==> src/quaternion_vector_rotate_top_defines.svh <==
`ifndef QUATERNION_VECTOR_ROTATE_TOP_DEFINES_SVH
`define QUATERNION_VECTOR_ROTATE_TOP_DEFINES_SVH

// Same-cycle implication on clk, off while rst_n is low
`define QVR_ASSERT_IMP(lbl, ante, cons, msg) \
  lbl: assert property (@(posedge clk) disable iff (!rst_n) (ante) |-> (cons)) \
    else $error(msg);

// Next-cycle implication on clk, off while rst_n is low
`define QVR_ASSERT_NXT(lbl, ante, cons, msg) \
  lbl: assert property (@(posedge clk) disable iff (!rst_n) (ante) |=> (cons)) \
    else $error(msg);

`endif

==> src/qvr_sat.sv <==
`default_nettype none
`include "quaternion_vector_rotate_top_defines.svh"

module qvr_sat #(
  parameter int IW = 32,
  parameter int VW = 16
) (
  input  wire logic                 clk,
  input  wire logic                 rst_n,
  input  wire logic                 in_valid,
  input  wire logic signed [IW-1:0] in_v [3],
  output logic                      out_valid,
  output logic signed [VW-1:0]      out_rot [3],
  output logic                      out_clamped
);

  localparam logic [VW-1:0] VMAX = {1'b0, {(VW-1){1'b1}}};
  localparam logic [VW-1:0] VMIN = ~VMAX;

  logic                 valid_r;
  logic                 clamped_r;
  logic signed [VW-1:0] rot_r [3];
  logic signed [VW-1:0] sat_val [3];
  logic [2:0]           ovf;

  if (IW > VW) begin : g_clamp
    logic [IW-VW:0] hi [3];
    always_comb begin
      for (int k = 0; k < 3; k++) begin
        hi[k]  = in_v[k][IW-1:VW-1];
        ovf[k] = ~((&hi[k]) | ~(|hi[k]));
        if (ovf[k]) begin
          sat_val[k] = in_v[k][IW-1] ? VMIN : VMAX;
        end else begin
          sat_val[k] = in_v[k][VW-1:0];
        end
      end
    end
  end else begin : g_extend
    always_comb begin
      for (int k = 0; k < 3; k++) begin
        ovf[k]     = 1'b0;
        sat_val[k] = VW'(in_v[k]);
      end
    end
  end

  always_ff @(posedge clk) begin
    if (!rst_n) begin
      valid_r <= 1'b0;
    end else begin
      valid_r <= in_valid;
    end
  end

  always_ff @(posedge clk) begin
    rot_r     <= sat_val;
    clamped_r <= |ovf;
  end

  assign out_valid   = valid_r;
  assign out_rot     = rot_r;
  assign out_clamped = clamped_r;

  `QVR_ASSERT_IMP(a_clamp_at_rail, out_valid && out_clamped,
                  out_rot[0] == VMAX || out_rot[0] == VMIN ||
                  out_rot[1] == VMAX || out_rot[1] == VMIN ||
                  out_rot[2] == VMAX || out_rot[2] == VMIN,
                  "clamp flag without a component at a rail")

endmodule

`default_nettype wire

==> config.mk <==
export PLATFORM = sky130hd
export DESIGN_NAME = qvr_sat
export DESIGN_NICKNAME = d
export VERILOG_FILES = /design/src/qvr_sat.sv
export VERILOG_INCLUDE_DIRS = /design/src /design/src/src
export SDC_FILE = /design/constraint.sdc
export NUM_CORES = 1
export LEC_CHECK = 0
export ABC_AREA = 1
export ABC_CLOCK_PERIOD_IN_PS = 1200
export BUFFER_PORTS_ARGS = -buffer_cell sky130_fd_sc_hd__buf_2
export CORE_UTILIZATION = 35
export CTS_BUF_LIST = sky130_fd_sc_hd__clkbuf_4 sky130_fd_sc_hd__clkbuf_8 sky130_fd_sc_hd__clkbuf_16
export CTS_CLUSTER_DIAMETER = 30
export DETAILED_ROUTE_END_ITERATION = 10
export HOLD_SLACK_MARGIN = 0.02
export PLACE_DENSITY = 0.78
export SYNTH_ARGS = -nofsm -noshare
export SYNTH_HDL_FRONTEND = slang
export SYNTH_SLANG_ARGS = --single-unit
==> constraint.sdc <==
create_clock -name clk -period 1.2 [get_ports clk]
set_clock_uncertainty 0.15 [all_clocks]
set_input_delay 0.18 -clock clk [delete_from_list [all_inputs] [get_ports clk]]
set_output_delay 0.18 -clock clk [all_outputs]
set_load 0.02 [all_outputs]
After elaboration in Yosys (flattened, before gate mapping). Cells that the tools add are included.

Flip-flop bits (word level): 50. Latch bits: 0. Bits in writable memories: 0. Bits in read-only memories: 0. Output and inout bits: 50. Word-level logic and storage cells: 27. Memories: 0.

$add $sub $neg: 0. Multipliers: 0. Divide/modulo/power cells: 0. Magnitude comparators: 0. Equality and inequality tests: 0. Shift-type cells: 0. Muxes and demuxes: 6. Bitwise operators: 9. Reduce and logical (&&, ||, !) cells: 7.

Operator list (number): 2-to-1 mux 16 bit (6); AND reduction 17 bit (3); OR reduction 17 bit (3); inverter 1 bit (6); bitwise OR 1 bit (3); OR reduction 3 bit (1).

Depth between registers and ports, before layout.
Word-level depth: 5. Depth in mapped cells: 9. Mapped depth without buffers: 8.

Worst setup path after synthesis. OpenSTA, ideal clock, no wires.

Kind: in2reg. From: input port in_v[18] in the netlist's numbering. To: register clamped_r (netlist: out_clamped). Setup time: 120 ps. Data arrival time: 937 ps. Required time: 930 ps. Setup slack: -7 ps. Cell stages on the path: 6. Buffers on the path: 1. Path through: or2_1 > nor2_2 > nand3_2 > nand2_4 > buf_12 > nand3_1.

Word-level cells in the longest chain between the ends: 5. Elaborated cells between the ends (all ways): 6. Classes of those cells: 3 x bitwise; 3 x reduce/logical.

Ends and longest elaborated chain: start: declaration (line qvr_sat.sv:11) `input wire logic signed [IW-1:0] in_v [3],`; OR reduction 17 bit (line qvr_sat.sv:31) `ovf[k] = ~((&hi[k]) | ~(|hi[k]));`; inverter 1 bit (line qvr_sat.sv:31); bitwise OR 1 bit * (line qvr_sat.sv:31); inverter 1 bit * (line qvr_sat.sv:31); OR reduction 3 bit * (line qvr_sat.sv:58) `clamped_r <= |ovf;`; end signal: assignment (line qvr_sat.sv:58); end: declaration (line qvr_sat.sv:21) `logic clamped_r;`.

Mark *: on every way between the ends. The rest lies on a longest branch, timed or not. A chain may end at the register's enable or synchronous reset.

Worst setup path in the final report.
From: register rot_r (netlist bit out_rot[39]). To: output port out_rot[39] in the netlist's numbering.

RTL lines: start: declaration (line qvr_sat.sv:22) `logic signed [VW-1:0] rot_r [3];`; start signal: assignment (line qvr_sat.sv:57) `rot_r <= sat_val;`; end: declaration (line qvr_sat.sv:13) `output logic signed [VW-1:0] out_rot [3],`.

No word-level cell between the ends.

==> impl_metrics.json <==
{
  "p_per_area_nw_per_um2": 1140,
  "synth_edf_count": 0,
  "fill_cells": 451,
  "final-hold-violation-count": 0,
  "cts_max_path_buffers": 2,
  "grt_usage_pct": 19.5,
  "cts_num_sinks": 50,
  "area_growth_pct": 76.7,
  "worst_slew_pin_slew_ns": 0.305,
  "post_drt_wl_per_cell_um": 10.8,
  "fin_crit_ns": 1.11,
  "synth-xor-area-share_pct": 0,
  "die_area_um2": 5690,
  "n_antenna_cell": 0,
  "finalCritPeriodShare_pct": 92.6,
  "final_cells": 511,
  "rows": 26,
  "dp.final_hpwl_um": 3590,
  "die_h_um": 75.4,
  "vias": 2195,
  "cp-start-kind": "flop",
  "grt_max_degree": 17,
  "drcViolationCount": 0,
  "htree_levels": 2,
  "viasPerCell": 4.30,
  "p_total_mw": 3.81,
  "synthMuxAreaShare_pct": 0,
  "path_delay_family": "flip-flops",
  "max_freq_mhz": 900,
  "drt_iter0_markers": 59,
  "antenna_found_initial": 0,
  "synth.yosys.warnings": 0,
  "cp_num_buf_inv": 1,
  "synth_top_family_by_area": "simple AND/OR/NAND/NOR gates",
  "syn_area_um2": 1890,
  "routabilityCongestion": 0.779,
  "p_leak_nw": 1.70,
  "yosysSeqAreaShare_pct": 53.1,
  "place_area_um2": 2690,
  "yosysUniqueCellTypes": 16,
  "hold_path_class": "in -> reg",
  "synth_common_cells": "nand2_1, dfxtp_1, nor2_1",
  "yosys.area_share.adder_pct": 0,
  "gr-total-overflow": 0,
  "cp_slowest_stage_delay_ns": 0.32,
  "ant_nets": 0,
  "yosysMostFrequentCell": "nand2_1",
  "seqCellArea_um2": 1000,
  "start_util_pct": 36.7,
  "rsz0062_at_grt": "no",
  "core-area_um2": 5140,
  "yosysTopAreaCell": "dfxtp_1",
  "cts.clk_slew.worst_paths_ns": 0.09,
  "maxCapViolations": 0,
  "grt_pass1_wl_um": 8340,
  "root_buffer": "clkbuf_8",
  "nets": 539,
  "slew_viol_final": 0,
  "chipWidth_um": 75.4,
  "synth-async-reset-ratio_pct": 0,
  "synth-simple-area-share_pct": 40.9,
  "cp.arrival_ns": 0.78,
  "io_pins": 149,
  "ys.flop_type": "dfxtp_1",
  "status": "finished, final reports clean",
  "synth_top_cell_area_share_pct": 53.1,
  "path_cells": "buf_2",
  "endpoint_kind": "output pin",
  "slowest_stage": "dfxtp_1",
  "critPathKind": "reg -> out",
  "syn_nets": 338,
  "drt-total-wl_um": 5500,
  "grt_pass1_vias": 2039,
  "synth_seq_cells": 50,
  "place_inst": 453,
  "drive_above_1_share_pct": 41.3,
  "crit_fanout": 1,
  "multiInputGateArea_um2": 771,
  "finalSetupViolCount": 0,
  "synthCells": 239,
  "cts_tree": "done",
  "synth-compound-area-share_pct": 0,
  "port_buffers": 148,
  "worst_slew_margin_rel_pct": 79.6,
  "syn_area_per_cell_um2": 7.89,
  "worstPathRequired_ns": 0.87,
  "cts_inserted_buffers": 5,
  "drt_first_pass_iters": 4,
  "ctsResizeCount": 0,
  "synth_area_leaders": "dfxtp_1, nand2_1, nor2_1",
  "ir_worst_vdd_mv": 0.797,
  "finish.instance_area_um2": 3330
}
## power by group
| part | switching, mW | leakage [nW] | internal (mW) |
|---|---|---|---|
| logic | 0.307 | 1.21 | 0.336 |
| registers | 0.0214 | 0.421 | 1.75 |
| clock network | 0.511 | 0.0714 | 0.888 |
| total | 0.839 | 1.70 | 2.97 |
## kinds of logic after synthesis
group                  count (synthesis)
buffers and inverters                 16
DFF                                   50
and+or+nand+nor                      173
## registers in the layout, summed over array words and instances, names as in the netlist
signal       flops
out_rot         48
out_clamped      1
out_valid        1
## layout make-up
cell class                      instances  share of cell area [%]
Clock inverter                          2                    1.80
Timing Repair Buffer                  203                    39.1
Clock buffer                            6                    2.48
Inverter                                7                   0.789
Tap cell                               70                    2.63
Multi-Input combinational cell        173                    23.1
Sequential cell                        50                    30.0
## metrics by stage
stage                     hold WS, ns  setup TNS (ns)  setup slack [ns]  utilization [%]
after floorplan                 0.120         -0.0125          -0.00139                -
after global placement          0.211           -6.52            -0.162             52.3
after detailed placement        0.218           -7.54            -0.204             52.3
after CTS                       0.221               0            0.0665             64.8
after global routing            0.241               0            0.0316             64.8
final                           0.224               0            0.0885             64.8
## cell usage in the layout (no fill, tap or decap)
master	count
dfxtp_1	50
clkbuf_8	6
or2_0	1
buf_12	2
nor2_2	2
buf_2	148
nand2_4	3
dlygate4sd3_1	50
bufinv_16	2
buf_4	3
inv_1	7
nor2_1	31
nand3_2	6
nor3_1	3
nand4_1	6
nand2_2	10
or2_1	2
nand3_1	4
nand2_1	105
## timing repair
action | 4_1_cts | 5_1_grt
hold endpoints to repair | 49 | 0
hold buffers | 50 | 0
buffers inserted | 0 | 0
## worst paths after layout
kind,from,endpoint,slack [ns],cells after the start
worst min-delay path,in_v[47],out_clamped,0.22,5
worst max-delay path,out_rot[39],out_rot[39],0.09,1
## per-layer routing
layer | routed length (um) | part of all wire [%] | up-vias | GRT usage, %
met1 | 2020 | 37 | 942 | 18.1
met2 | 2910 | 53 | 106 | 38.8
met3 | 429 | 7.8 | 15 | 5.56
met4 | 138 | 2.5 | 0 | 9.47
li1 | - | - | 1132 | -
met5 | 0 | 0 | - | 0
Power figures use the tool's default switching activity.
